--- src/hw/rtl/tkfr_pkg.sv ---
// Package for the token framed packet receiver.
// Holds the frame phase type, result kind codes, token constants, register reset values,
// operation codes, configuration indexes and the result struct. No dependencies.
`timescale 1ns / 1ps

package tkfr_pkg;

	// Framing tokens.
	localparam logic [7:0] START_TOKEN = 8'h01;
	localparam logic [7:0] END_TOKEN   = 8'hFE;

	// Register reset values.
	localparam logic [7:0]  NODE_ADDRESS_RST  = 8'd0;
	localparam logic [15:0] TIMEOUT_TICKS_RST = 16'd25000;

	// Input operation codes.
	localparam logic OP_BYTE = 1'b0;
	localparam logic OP_TICK = 1'b1;

	// Configuration register indexes.
	localparam logic CFG_NODE_ADDRESS  = 1'b0;
	localparam logic CFG_TIMEOUT_TICKS = 1'b1;

	// Reception phase of the frame parser.
	typedef enum logic [2:0] {
		PH_IDLE    = 3'd0,
		PH_LENGTH  = 3'd1,
		PH_ADDRESS = 3'd2,
		PH_COMMAND = 3'd3,
		PH_PAYLOAD = 3'd4,
		PH_CKSUM   = 3'd5,
		PH_ENDTOK  = 3'd6
	} phase_t;

	// Kind of a result item.
	typedef enum logic [2:0] {
		KIND_PAYLOAD  = 3'd0,
		KIND_ACCEPTED = 3'd1,
		KIND_BAD_SUM  = 3'd2,
		KIND_BAD_END  = 3'd3,
		KIND_TIMEOUT  = 3'd4
	} kind_t;

	// One result item as it travels from the parser to the output register.
	typedef struct packed {
		kind_t      kind;
		logic [7:0] payload_byte;
		logic [7:0] payload_index;
		logic [7:0] command;
		logic [7:0] length;
	} result_t;

endpackage

--- src/hw/rtl/tkfr_deframer.sv ---
// Frame parser of the token framed packet receiver: phase state machine,
// checksum, inactivity timer and result generation. Depends on tkfr_pkg.
`timescale 1ns / 1ps

module tkfr_deframer (
	input  logic                  clk,
	input  logic                  arst_n,
	input  logic                  step,
	input  logic                  op,
	input  logic [7:0]            rx_byte,
	input  logic [7:0]            node_address,
	input  logic [15:0]           timeout_ticks,
	output logic                  res_valid,
	output tkfr_pkg::result_t     res
);

	tkfr_pkg::phase_t phase_q, phase_d;
	logic [7:0]  frame_length_q, frame_length_d;
	logic [7:0]  running_sum_q, running_sum_d;
	logic [7:0]  byte_index_q, byte_index_d;
	logic [7:0]  command_byte_q, command_byte_d;
	logic        addressed_q, addressed_d;
	logic        checksum_ok_q, checksum_ok_d;
	logic [15:0] idle_count_q, idle_count_d;
	logic        timer_on_q, timer_on_d;

	logic [16:0] tick_next;
	logic        timed_out;
	logic [7:0]  index_next;

	assign tick_next  = {1'b0, idle_count_q} + 17'd1;
	assign timed_out  = tick_next >= {1'b0, timeout_ticks};
	assign index_next = byte_index_q + 8'd1;

	// Next state and result for the item in the input register.
	always_comb begin
		logic restart;
		tkfr_pkg::kind_t kind;
		restart         = 1'b0;
		kind            = tkfr_pkg::KIND_PAYLOAD;
		res_valid       = 1'b0;
		phase_d         = phase_q;
		frame_length_d  = frame_length_q;
		running_sum_d   = running_sum_q;
		byte_index_d    = byte_index_q;
		command_byte_d  = command_byte_q;
		addressed_d     = addressed_q;
		checksum_ok_d   = checksum_ok_q;
		idle_count_d    = idle_count_q;
		timer_on_d      = timer_on_q;
		res.payload_byte  = 8'd0;
		res.payload_index = 8'd0;

		if (op == tkfr_pkg::OP_TICK) begin
			if (timer_on_q) begin
				if (timed_out) begin
					restart = 1'b1;
					// Only an addressed frame that got past its address reports.
					if (addressed_q && (phase_q == tkfr_pkg::PH_COMMAND ||
						phase_q == tkfr_pkg::PH_PAYLOAD || phase_q == tkfr_pkg::PH_CKSUM ||
						phase_q == tkfr_pkg::PH_ENDTOK)) begin
						res_valid = 1'b1;
						kind      = tkfr_pkg::KIND_TIMEOUT;
					end
				end else begin
					idle_count_d = tick_next[15:0];
				end
			end
		end else begin
			idle_count_d = 16'd0;
			unique case (phase_q)
				tkfr_pkg::PH_IDLE: begin
					restart = 1'b1;
				end
				tkfr_pkg::PH_LENGTH: begin
					frame_length_d = rx_byte;
					running_sum_d  = running_sum_q + rx_byte;
					phase_d        = tkfr_pkg::PH_ADDRESS;
				end
				tkfr_pkg::PH_ADDRESS: begin
					if (rx_byte == node_address) begin
						running_sum_d = running_sum_q + rx_byte;
					end else begin
						addressed_d = 1'b0;
					end
					phase_d = tkfr_pkg::PH_COMMAND;
				end
				tkfr_pkg::PH_COMMAND: begin
					if (addressed_q) begin
						command_byte_d = rx_byte;
						running_sum_d  = running_sum_q + rx_byte;
					end
					phase_d = (frame_length_q != 8'd0) ? tkfr_pkg::PH_PAYLOAD
						: tkfr_pkg::PH_CKSUM;
				end
				tkfr_pkg::PH_PAYLOAD: begin
					byte_index_d = index_next;
					if (index_next >= frame_length_q) begin
						phase_d = tkfr_pkg::PH_CKSUM;
					end
					if (addressed_q) begin
						running_sum_d     = running_sum_q + rx_byte;
						res_valid         = 1'b1;
						kind              = tkfr_pkg::KIND_PAYLOAD;
						res.payload_byte  = rx_byte;
						res.payload_index = byte_index_q;
					end
				end
				tkfr_pkg::PH_CKSUM: begin
					if (rx_byte != ~running_sum_q) begin
						checksum_ok_d = 1'b0;
					end
					phase_d = tkfr_pkg::PH_ENDTOK;
				end
				tkfr_pkg::PH_ENDTOK: begin
					// A bad checksum outranks a bad end token.
					restart   = 1'b1;
					res_valid = addressed_q;
					if (!checksum_ok_q) begin
						kind = tkfr_pkg::KIND_BAD_SUM;
					end else if (rx_byte != tkfr_pkg::END_TOKEN) begin
						kind = tkfr_pkg::KIND_BAD_END;
					end else begin
						kind = tkfr_pkg::KIND_ACCEPTED;
					end
				end
				default: begin
					restart = 1'b1;
				end
			endcase
		end

		if (restart) begin
			phase_d       = tkfr_pkg::PH_IDLE;
			running_sum_d = 8'd0;
			byte_index_d  = 8'd0;
			addressed_d   = 1'b1;
			checksum_ok_d = 1'b1;
			timer_on_d    = 1'b0;
			idle_count_d  = 16'd0;
		end

		// A start token while idle opens a frame and starts the timer.
		if (op == tkfr_pkg::OP_BYTE && phase_q == tkfr_pkg::PH_IDLE &&
			rx_byte == tkfr_pkg::START_TOKEN) begin
			timer_on_d = 1'b1;
			phase_d    = tkfr_pkg::PH_LENGTH;
		end

		res.kind    = kind;
		res.command = command_byte_d;
		res.length  = frame_length_d;
	end

	// Parser state registers, updated once per processed item.
	always_ff @(posedge clk or negedge arst_n) begin
		if (!arst_n) begin
			phase_q        <= tkfr_pkg::PH_IDLE;
			frame_length_q <= 8'd0;
			running_sum_q  <= 8'd0;
			byte_index_q   <= 8'd0;
			command_byte_q <= 8'd0;
			addressed_q    <= 1'b1;
			checksum_ok_q  <= 1'b1;
			idle_count_q   <= 16'd0;
			timer_on_q     <= 1'b0;
		end else if (step) begin
			phase_q        <= phase_d;
			frame_length_q <= frame_length_d;
			running_sum_q  <= running_sum_d;
			byte_index_q   <= byte_index_d;
			command_byte_q <= command_byte_d;
			addressed_q    <= addressed_d;
			checksum_ok_q  <= checksum_ok_d;
			idle_count_q   <= idle_count_d;
			timer_on_q     <= timer_on_d;
		end
	end

	// A frame in progress always has the inactivity timer running.
	assert property (@(posedge clk) disable iff (!arst_n)
		phase_q != tkfr_pkg::PH_IDLE |-> timer_on_q)
		else $error("frame in progress with timer stopped");

	// While in the payload the index stays below the frame length.
	assert property (@(posedge clk) disable iff (!arst_n)
		phase_q == tkfr_pkg::PH_PAYLOAD |-> byte_index_q < frame_length_q)
		else $error("payload index ran past frame length");

	// Payload results come only from the payload phase of an addressed frame.
	assert property (@(posedge clk) disable iff (!arst_n)
		step && res_valid && res.kind == tkfr_pkg::KIND_PAYLOAD
		|-> phase_q == tkfr_pkg::PH_PAYLOAD && addressed_q)
		else $error("payload result outside an addressed payload");

endmodule

--- src/hw/rtl/tkfr_out_reg.sv ---
// Result register of the token framed packet receiver: holds one result
// until the receiver takes it. Depends on tkfr_pkg.
`timescale 1ns / 1ps

module tkfr_out_reg (
	input  logic              clk,
	input  logic              arst_n,
	input  logic              load,
	input  tkfr_pkg::result_t load_data,
	input  logic              out_stall,
	output logic              free,
	output logic              out_valid,
	output tkfr_pkg::result_t out_data
);

	logic              valid_q;
	tkfr_pkg::result_t data_q;

	// The register can take a new result when empty or being drained now.
	assign free      = !valid_q || !out_stall;
	assign out_valid = valid_q;
	assign out_data  = data_q;

	// Valid flag.
	always_ff @(posedge clk or negedge arst_n) begin
		if (!arst_n) begin
			valid_q <= 1'b0;
		end else if (free) begin
			valid_q <= load;
		end
	end

	// Result payload.
	always_ff @(posedge clk) begin
		if (free && load) begin
			data_q <= load_data;
		end
	end

endmodule

--- src/hw/rtl/token_framed_packet_receiver.sv ---
// Top level of the token framed packet receiver.
// Depends on tkfr_pkg, tkfr_deframer and tkfr_out_reg.
`timescale 1ns / 1ps

// Usage:
// The input channel (in_valid, in_stall, op, rx_byte) carries one request per
// received byte (op 0) or per timer tick (op 1). The output channel (out_valid,
// out_stall, kind and the frame fields) carries payload bytes of frames for
// this node, each with its index, and one verdict per addressed frame:
// accepted, bad checksum, bad end token or timeout.
// The configuration channel (cfg_valid, cfg_ready, cfg_index, cfg_data) sets
// the node address (index 0) and the timeout in ticks (index 1); write it only
// while no request is in flight. It is always ready.
// A request is captured in the input register and parsed from there; its result
// is loaded into the result register and presented from it. One request can be
// accepted every cycle while in_stall is low; the per-byte parser update is one
// pass of combinational logic.
// When the receiver stalls, the held result stays on the outputs and one more
// request may wait in the input register; further requests are stalled.
// Requests that give no result pass even while a result is held.
// Reset clears the parser to idle with the timer stopped, empties both
// registers and sets the node address to 0 and the timeout to 25000 ticks.

module token_framed_packet_receiver (
	input  logic        clk,
	input  logic        arst_n,
	input  logic        in_valid,
	output logic        in_stall,
	input  logic        op,
	input  logic [7:0]  rx_byte,
	output logic        out_valid,
	input  logic        out_stall,
	output logic [2:0]  kind,
	output logic [7:0]  payload_byte,
	output logic [7:0]  payload_index,
	output logic [7:0]  command,
	output logic [7:0]  length,
	input  logic        cfg_valid,
	output logic        cfg_ready,
	input  logic        cfg_index,
	input  logic [15:0] cfg_data
);

	logic        valid_s1;
	logic        op_s1;
	logic [7:0]  byte_s1;
	logic [7:0]  node_address_q;
	logic [15:0] timeout_ticks_q;
	logic        step;
	logic        res_valid;
	logic        out_free;
	tkfr_pkg::result_t res;
	tkfr_pkg::result_t out_data;

	// Configuration registers.
	assign cfg_ready = 1'b1;

	always_ff @(posedge clk or negedge arst_n) begin
		if (!arst_n) begin
			node_address_q  <= tkfr_pkg::NODE_ADDRESS_RST;
			timeout_ticks_q <= tkfr_pkg::TIMEOUT_TICKS_RST;
		end else if (cfg_valid && cfg_ready) begin
			unique case (cfg_index)
				tkfr_pkg::CFG_NODE_ADDRESS:  node_address_q  <= cfg_data[7:0];
				tkfr_pkg::CFG_TIMEOUT_TICKS: timeout_ticks_q <= cfg_data;
				default: ;
			endcase
		end
	end

	// The held request advances when its result, if any, has room.
	assign step     = valid_s1 && (out_free || !res_valid);
	assign in_stall = valid_s1 && !step;

	// Input register.
	always_ff @(posedge clk or negedge arst_n) begin
		if (!arst_n) begin
			valid_s1 <= 1'b0;
		end else if (!in_stall) begin
			valid_s1 <= in_valid;
		end
	end

	always_ff @(posedge clk) begin
		if (in_valid && !in_stall) begin
			op_s1   <= op;
			byte_s1 <= rx_byte;
		end
	end

	tkfr_deframer u_deframer (
		.clk           (clk),
		.arst_n        (arst_n),
		.step          (step),
		.op            (op_s1),
		.rx_byte       (byte_s1),
		.node_address  (node_address_q),
		.timeout_ticks (timeout_ticks_q),
		.res_valid     (res_valid),
		.res           (res)
	);

	tkfr_out_reg u_out_reg (
		.clk       (clk),
		.arst_n    (arst_n),
		.load      (step && res_valid),
		.load_data (res),
		.out_stall (out_stall),
		.free      (out_free),
		.out_valid (out_valid),
		.out_data  (out_data)
	);

	// Result fields to ports.
	assign kind          = out_data.kind;
	assign payload_byte  = out_data.payload_byte;
	assign payload_index = out_data.payload_index;
	assign command       = out_data.command;
	assign length        = out_data.length;

endmodule

--- config.mk ---
export PLATFORM = sky130hd
export DESIGN_NAME = token_framed_packet_receiver
export DESIGN_NICKNAME = d
export VERILOG_FILES = /design/src/hw/rtl/tkfr_pkg.sv /design/src/hw/rtl/tkfr_deframer.sv /design/src/hw/rtl/tkfr_out_reg.sv /design/src/hw/rtl/token_framed_packet_receiver.sv
export SDC_FILE = /design/constraint.sdc
export NUM_CORES = 1
export LEC_CHECK = 0
export BUFFER_PORTS_ARGS = -buffer_cell sky130_fd_sc_hd__clkbuf_2
export CAP_MARGIN = 20
export CORE_ASPECT_RATIO = 1.2
export CORE_UTILIZATION = 50
export DETAILED_ROUTE_END_ITERATION = 10
export PLACE_DENSITY = 0.79
export SYNTH_ARGS = -nofsm -noshare
export SYNTH_HDL_FRONTEND = slang
export SYNTH_SLANG_ARGS = --single-unit
export TNS_END_PERCENT = 1
--- constraint.sdc ---
create_clock -name clk -period 5.5 [get_ports clk]
set_clock_uncertainty 0.05 [all_clocks]
set_input_delay 1.65 -clock clk [delete_from_list [all_inputs] [get_ports clk]]
set_output_delay 1.65 -clock clk [all_outputs]
set_load 0.03 [all_outputs]
# == Word level (Yosys, flattened, before mapping) ==
# Cells that the tools add are included.
# word_totals
reg_bits,124
output_inout_bits,38
elab_cells,137
# classes
n_addsub,3
magnitude_cmp,2
n_eq_ne,18
muxes,50
bitwise,5
n_reduce_logical,39
# ops
op,n
two-way mux 8 bit,12
two-way mux 16 bit,4
two-way mux 3 bit,10
one-hot mux 8 bit (3 select lines),1
two-way mux 1 bit,20
adder 16 x 1 -> 17 bit (second input constant),1
>= comparator 17 x 16 -> 1 bit,1
one-hot mux 3 bit (5 select lines),1
inequality test 3 x 1 -> 1 bit (second input constant),4
AND reduction 4 bit,3
nonzero test 2 bit,5
equality test 3 bit (second input constant),3
adder 8 x 1 -> 8 bit (second input constant),1
adder 8 bit,1
equality test 8 x 1 -> 1 bit (second input constant),1
equality test 8 bit,1
>= comparator 8 bit,1
logical AND 1 bit,8
inequality test 8 bit,1
inequality test 8 bit (second input constant),1
inverter 8 bit,1
nonzero test 8 bit,1
nonzero test 7 bit,1
equality test 3 x 2 -> 1 bit (second input constant),2
18 further kinds,32

# == Logic depth before layout (Yosys ltp) ==
# Gate-level depths: netlist (run 1).
# depth
word_depth,16
ltp_mapped,17

# == Hierarchy ==
# Synthesis (run 1) repeated with hierarchy kept, for this count alone.
# hier_totals
cells_unflattened,547
hier_area_um2,6508.7
# by_module_without_submodules
module,instances,cells_per_inst,area_each_um2
tkfr_deframer,1,436,4066.4
token_framed_packet_receiver,1,72,1343.8
tkfr_out_reg,1,39,1098.6

# == Worst setup path before layout (run 1) ==
# OpenSTA, ideal clock, no wires.
# synth_timing
path_type,register to register
from,register u_deframer.idle_count_q[2]
to,register u_out_reg.data_q (netlist bit u_out_reg.out_data[0]) (enable)
setup_time_ns,0.431
t_arrival_ns,4.506
t_required_ns,5.019
path_slack_ns,0.513
stages_incl_launch_ff,17
n_path_buf,2
period_less_slack_ns,4.987
path_cell_list,dfrtp_1 > nand3_1 > nor2_1 > and3_1 > clkbuf_1 > nand2_1 > nor3_1 > xor2_1 > ha_1 > nand3_1 > nor3_1 > a22oi_2 > a31oi_4 > o21bai_1 > and2_4 > buf_6 > nor2b_1
# synth_via
elab_chain_cells,10
# synth_lines
item,line_no,rtl
start: declaration,tkfr_deframer.sv:24,"logic [15:0] idle_count_q, idle_count_d;"
start signal: assignment,tkfr_deframer.sv:175,idle_count_q <= idle_count_d;
adder 16 x 1 -> 17 bit (*),tkfr_deframer.sv:31,"assign tick_next = {1'b0, idle_count_q} + 17'd1;"
>= comparator 17 x 16 -> 1 bit (*),tkfr_deframer.sv:32,"assign timed_out = tick_next >= {1'b0, timeout_ticks};"
two-way mux 1 bit (*),tkfr_deframer.sv:56,if (timed_out) begin
two-way mux 1 bit (*),tkfr_deframer.sv:55,if (timer_on_q) begin
two-way mux 1 bit (*),tkfr_deframer.sv:54,if (op == tkfr_pkg::OP_TICK) begin
zero test 1 bit,token_framed_packet_receiver.sv:72,assign step = valid_s1 && (out_free || !res_valid);
logical OR 1 bit,token_framed_packet_receiver.sv:72,
logical AND 1 bit,token_framed_packet_receiver.sv:72,
logical AND 1 bit (*),token_framed_packet_receiver.sv:106,".load (step && res_valid),"
logical AND 1 bit (*),tkfr_out_reg.sv:35,if (free && load) begin
end signal: assignment,tkfr_out_reg.sv:36,data_q <= load_data;
end: declaration,tkfr_out_reg.sv:17,tkfr_pkg::result_t data_q;
# Every way passes the cells marked *; elsewhere a longest branch is shown, timed or not.
# A chain may end at the register's enable or synchronous reset.

# == Final worst setup path (run 1) ==
# layout_timing
from,register u_deframer.idle_count_q[3]
to,output port in_stall
# layout_via
elab_chain_cells,10
# layout_lines
item,line_no,rtl
adder 16 x 1 -> 17 bit,tkfr_deframer.sv:31,
>= comparator 17 x 16 -> 1 bit,tkfr_deframer.sv:32,
two-way mux 1 bit,tkfr_deframer.sv:56,
two-way mux 1 bit,tkfr_deframer.sv:55,
two-way mux 1 bit,tkfr_deframer.sv:54,
zero test 1 bit,token_framed_packet_receiver.sv:72,
logical OR 1 bit,token_framed_packet_receiver.sv:72,
logical AND 1 bit,token_framed_packet_receiver.sv:72,
zero test 1 bit,token_framed_packet_receiver.sv:73,assign in_stall = valid_s1 && !step;
logical AND 1 bit,token_framed_packet_receiver.sv:73,
end: declaration,token_framed_packet_receiver.sv:28,"output logic in_stall,"
# No other way between the ends.

==> results of run 1 <==
==> power by group <==
group,switching [mW],internal [mW],total [mW]
sequential,0.146,1.12,1.27
combinational,0.460,0.349,0.808
clock,0.402,0.674,1.08
==> Yosys cell counts, types with 5 or more instances <==
master     n  area share (%)
nand4_1    7            0.67
dfstp_2    8             3.2
and3_1    20             1.9
mux2_2    42             7.3
nand2_1   44             2.5
inv_1     34             2.0
nor4_1     5            0.48
ha_1      34             6.5
a22o_1    12             1.6
a21o_1    12             1.4
nor2_1    22             1.3
a21oi_1   18             1.4
xnor2_1   22             3.0
clkbuf_1  15            0.86
dfrtp_1   72              28
o31ai_1    8            0.92
buf_2      7            0.54
nor3_1     9            0.69
edfxtp_1  44              20
o21ai_0   27             2.1
xor2_1    13             1.7
nand3_1   21             1.6
==> timing repair <==
action	in CTS	in global routing
endpoints found under the setup margin	0	1
gates resized for setup	0	7
setup buffers	0	2
==> routing by layer <==
metal	track usage, %	up-vias	wire [um]
met2	39.2	165	7390
met3	6.17	30	870
li1	-	2216	-
met5	0	-	0
met1	26.9	2396	5790
met4	10.1	0	378
==> path summary, 6_finish.rpt <==
check                                       startpoint                          end  slack [ps]  cells after the start
min                        u_deframer.running_sum_q[6]  u_deframer.running_sum_q[6]         440                      2
max in group asynchronous                       arst_n           timeout_ticks_q[3]        3760                      2
max reg2reg                 u_deframer.idle_count_q[3]       u_out_reg.out_data[16]        1110                     16
min reg2reg                u_deframer.running_sum_q[6]  u_deframer.running_sum_q[6]         440                      2
max                         u_deframer.idle_count_q[3]                     in_stall         220                     14
min in group asynchronous                       arst_n           timeout_ticks_q[9]        1010                      1
==> state kept, by name, summed over array words and instances, names as in the netlist <==
signal and count:
u_out_reg.out_data 35, timeout_ticks_q 16, u_deframer.idle_count_q 16, byte_s1 8
node_address_q 8, u_deframer.byte_index_q 8, u_deframer.command_byte_q 8, u_deframer.frame_length_q 8
u_deframer.running_sum_q 8, u_deframer.phase_q 3, op_s1 1, u_deframer.addressed_q 1
u_deframer.checksum_ok_q 1, u_deframer.timer_on_q 1, u_out_reg.out_valid 1, valid_s1 1
==> cell families after synthesis <==
family          share of synthesized area [%]
other cells                            0.0575
fa+ha+maj                                6.83
buf+inv                                  3.93
mux                                      7.48
simple gates                             13.7
compound gates                           12.2
flops                                    51.1
xor+xnor                                 4.70
==> layout by cell type, fill, tap and decap left out, types with 9 or more instances in the layout <==
cell / netlist / routed
edfxtp_1: 44 / 44
ha_1: 34 / 33
xor2_1: 13 / 13
and3_1: 20 / 19
clkbuf_16: 0 / 17
a21o_1: 12 / 12
xnor2_1: 22 / 22
dfrtp_1: 72 / 71
o21ai_0: 27 / 27
inv_1: 34 / 34
a22o_1: 12 / 12
clkbuf_2: 0 / 66
a21oi_1: 18 / 18
nand2_1: 44 / 44
nor3_1: 9 / 9
mux2_2: 42 / 42
nand3_1: 21 / 21
nor2_1: 22 / 21
==> through the flow <==
| stage | instances | power [mW] | setup slack [ps] | setup TNS [ps] | utilization (%) |
|---|---|---|---|---|---|
| floorplan | 569 | 1.84 | 513 | 0 | - |
| global placement | 777 | 2.00 | 652 | 0 | 55.0 |
| detailed placement | 777 | 2.06 | 470 | 0 | 55.0 |
| CTS | 809 | 3.14 | 6.85 | 0 | 59.5 |
| global route | 815 | 3.31 | -28.8 | -28.8 | 60.2 |
| finish | 815 | 3.15 | 222 | 0 | 60.2 |
==> critical path, cell delays in order (launching register included) <==
cell	delay (ps)
dfrtp_1	440
nand3_1	140
nor2_1	220
and3_2	290
nand2_1	90
nor3_1	270
xor2_1	140
ha_1	320
nand3_1	120
nor3_1	260
a22oi_2	130
a31oi_4	230
o21bai_1	110
nor2_2	180
clkbuf_2	230
==> area by class of cell <==
class	count	area [sq um]	share of cell area (%)
clock buffer	21	450	5.91
clock inverter	11	118	1.54
inverter	34	128	1.67
multi-input combinational	385	2960	38.8
sequential	124	3330	43.7
tap	164	205	2.69
timing repair buffer	76	432	5.66
==> results.yml, run 1 <==
critical_path:
  worst_ep_required_time_ps: 3800
  cp_max_fo: 6
  crit_type: "register to output pin"
  cp-end-kind: "output pin"
  start_kind: "register"
  crit_arrival_ps: 3580
grt:
  overflow: 0
  antenna_found_initial: 0
  grt_pass1_vias: 4760
  track_usage_pct: 22.9
  grt_max_degree: 81
  grt_pass1_wl_mm: 23.5
synthesis:
  synth_nets: 635
  synth_cells: 569
  synth_edf_count: 44
  async_reset_ff_share_pct: 64.5
  yosysUniqueCellTypes: 69
  synthesis.area_sq_mm: 0.00652
  yosys_register_bits: 124
  yosysWarnings: 0
  synth_top_flop_cell: "dfrtp_1"
  synth_seq_area_share_pct: 51.1
  avgSynthCellArea_sq_um: 11.5
floorplanning:
  fp.dieH_um: 127
  pin_count: 69
  row_count: 45
  initial_core_util_pct: 51.5
  core_sq_mm: 0.0127
  dieWidth_um: 106
  fp.dieArea_sq_mm: 0.0135
routing:
  drtIter0Drc: 281
  ant_nets: 0
  vias: 4807
  first_pass_iters: 5
  remaining_drc_errors: 0
  wl_per_cell_um: 17.7
  drt_wl_total_mm: 14.4
  viasPerCell: 5.90
timing:
  fin_crit_ps: 5280
  report.final.slew_viol_count: 0
  setup_viol: 0
  tightest_slew_ps: 738
  slew_headroom_pct: 50.7
  hold_viol: 0
  fmax_ghz: 0.189
  whs_ps: 444
  period_share_pct: 96.0
power:
  peakVddDrop_mv: 0.273
  power_density_mw_per_mm2: 414
  leakagePower_nw: 3.50
finish:
  layout-drive-gt1-share_pct: 27.8
  antenna_cells: 0
  n_fill_cell: 1012
  area_delta_synth_final_pct: 16.9
  stdcell_area_sq_mm: 0.00762
  layout.nets: 704
clock_tree:
  cts_buffers: 17
  clkLatencyLatePin_ps: 420
  clkTransAtPathRegs_ps: 50
  cts.sink_count: 124
  cts_hold_buf: 0
  root_buffer: "clkbuf_16"
  htreeDepth: 4
  cts.path.max_buffers: 2
  cts_tree: "done"
placement:
  numPortBuffers: 67
  globalplace.congestion: 0.866
  place_area_sq_mm: 0.00697
  place_hpwl_mm: 10.0
job:
  maxCapViolCount: 0
hold_path:
  hold_class: "register to register"
outcome:
  status: "complete, no violations"
No activity file was read; power rests on OpenSTA's default activity.
==> run 2: changes to the inputs <==
PLACE_DENSITY = 0.81   (was 0.79)
clock period = 4.3 ns   (was 5.5 ns; I/O delays follow)
==> results.yml, run 2 (synthesis gave the netlist of run 1 again) <==
critical_path:
  critPathBufInv: 1
  crit_family: "simple AND/OR/NAND/NOR gates"
  crit_type: "register to output pin"
  reg2reg_slack_ps: 290
  start_kind: "register"
  cp_cell_sequence: "ha_2 > and4_4 > nand4_4 > nor3_2 > xor2_1 > ha_1 > nand4_1 > nor3_2 > a22oi_2 > a31oi_4 > o21bai_4 > nor2_4 > clkbuf_8"
  worst_ep_required_time_ps: 2960
  cpPeakStageDelay_ps: 410
  crit_slowest_cell: "dfrtp_1"
  cpMostUsedCell: "nor3_2"
  cp_max_fo: 6
  cp-end-kind: "output pin"
  crit_arrival_ps: 3190
grt:
  overflow: 0
  antenna_found_initial: 0
  track_usage_pct: 24.1
  grt_max_degree: 81
  grt_pass1_wl_mm: 24.9
  grt_pass1_vias: 5009
floorplanning:
  row_count: 45
  dieWidth_um: 106
  initial_core_util_pct: 51.5
  fp.dieArea_sq_mm: 0.0135
  core_sq_mm: 0.0127
  fp.dieH_um: 127
  pin_count: 69
routing:
  remaining_drc_errors: 0
  drt_wl_total_mm: 15.3
  drtIter0Drc: 252
  viasPerCell: 5.84
  first_pass_iters: 5
  wl_met1_mm: 5.83
  ant_nets: 0
  dr.max_layer_used: "met4"
  dr_wl_met3_um: 942
  routed-wl-met2_mm: 7.99
  wl_per_cell_um: 18.3
  vias: 4885
hold_path:
  hold_class: "register to register"
finish:
  final_util_pct: 61.9
  area_delta_synth_final_pct: 20.1
  layout.nets: 726
  layout-drive-gt1-share_pct: 31.6
  stdcell_area_sq_mm: 0.00784
  largest_reg_flops: 35
  final_common_cell: "dfrtp_1"
  final_cell_mix: "dfrtp_1 (71), clkbuf_2 (65), nand2_1 (44), edfxtp_1 (44), mux2_2 (42)"
  antenna_cells: 0
outcome:
  violations: "setup timing"
  status: "finished, violations left"
clock_tree:
  cts_tree: "done"
  cts.path.max_buffers: 2
  cts_buffers: 17
  cts.sink_count: 124
  htreeDepth: 4
  clkLatencyLatePin_ps: 420
  clkTransAtPathRegs_ps: 60
  root_buffer: "clkbuf_16"
  cts_hold_buf: 0
timing:
  setup_viol: 1
  layout_setup_ws_ps: -235
  fmax_ghz: 0.221
  hold_viol: 0
  rsz0062_at_grt: "true"
  period_share_pct: 105
  slew_headroom_pct: 51.5
  fin_crit_ps: 4530
  tightest_slew_ps: 728
  report.final.slew_viol_count: 0
power:
  power_frac_comb_pct: 27.0
  peakVddDrop_mv: 0.248
  p_int_mw: 2.65
  leakagePower_nw: 3.60
  seqPwrFrac_pct: 40.6
  power_density_mw_per_mm2: 508
  clkPwrFrac_pct: 32.4
  switching_share_pct: 33.5
  net-switching-power_mw: 1.33
placement:
  globalplace.congestion: 0.890
  place_hpwl_mm: 10.2
  place_area_sq_mm: 0.00708
  numPortBuffers: 67
job:
  maxCapViolCount: 0
[run 2: cell count changes in the layout (fill, tap and decap cells not counted), moves of 2 or more]
cell,previous run,this run
nor3_2,1,4
buf_4,7,29
nand3_2,0,2
nand3_1,21,19
nor3_1,9,6
clkinv_4,0,3
bufinv_16,2,0
clkbuf_1,3,0
[run 2: worst paths after layout]
| kind | start | to | cells after the start |
|---|---|---|---|
| max | u_deframer.idle_count_q[0] | in_stall | 13 |
| min | u_deframer.running_sum_q[4] | u_deframer.running_sum_q[4] | 2 |
| max reg2reg | u_deframer.idle_count_q[0] | u_deframer.idle_count_q[5] | 15 |
| min reg2reg | u_deframer.running_sum_q[4] | u_deframer.running_sum_q[4] | 2 |
| max in group asynchronous | arst_n | u_deframer.checksum_ok_q | 2 |
| min in group asynchronous | arst_n | u_deframer.idle_count_q[9] | 1 |
[run 2: power groups by stage]
stage	logic, mW	clock network, mW	registers, mW
detailed placement	1.00	0	1.63
CTS	1.05	1.30	1.61
global route	1.19	1.35	1.64
floorplan	0.748	0	1.61
global placement	0.944	0	1.62
finish	1.07	1.29	1.62
[run 2: stage by stage]
stage	TNS, ps	std cells	hold slack (ps)	power, mW	setup slack [ps]
after floorplan	-851	569	403	2.35	-24.3
after global placement	0	789	414	2.56	95.0
after detailed placement	-59.9	789	430	2.63	-59.9
after CTS	-224	830	443	3.96	-224
after global routing	-397	837	466	4.18	-397
final	-235	837	442	3.98	-235
[run 2: layout make-up]
class                           count  area, sq um
Fill cell                         995         4830
Sequential cell                   124         3330
Clock buffer                       18          439
Timing Repair Buffer               98          612
Multi-Input combinational cell    385         3020
Tap cell                          164          205
Clock inverter                     14         96.3
Inverter                           34          128
[run 2: metal layers]
metal / vias up / global-route usage [%]
met5: - / 0
met4: 0 / 11.6
met3: 49 / 6.79
met2: 197 / 42.6
met1: 2370 / 26.4
li1: 2269 / -
[run 2: repair_timing]
item                                    in CTS  in global routing
pin swaps                                   13                  7
endpoints found under the setup margin       1                  3
resized for setup                           16                  4
gates cloned                                 0                  0
setup buffers                                9                  5
[run 2: tightest hold or removal path: stages, from the launching register on]
cell	delay [ps]
dfrtp_1	340
nand2_1	50
o31ai_1	60
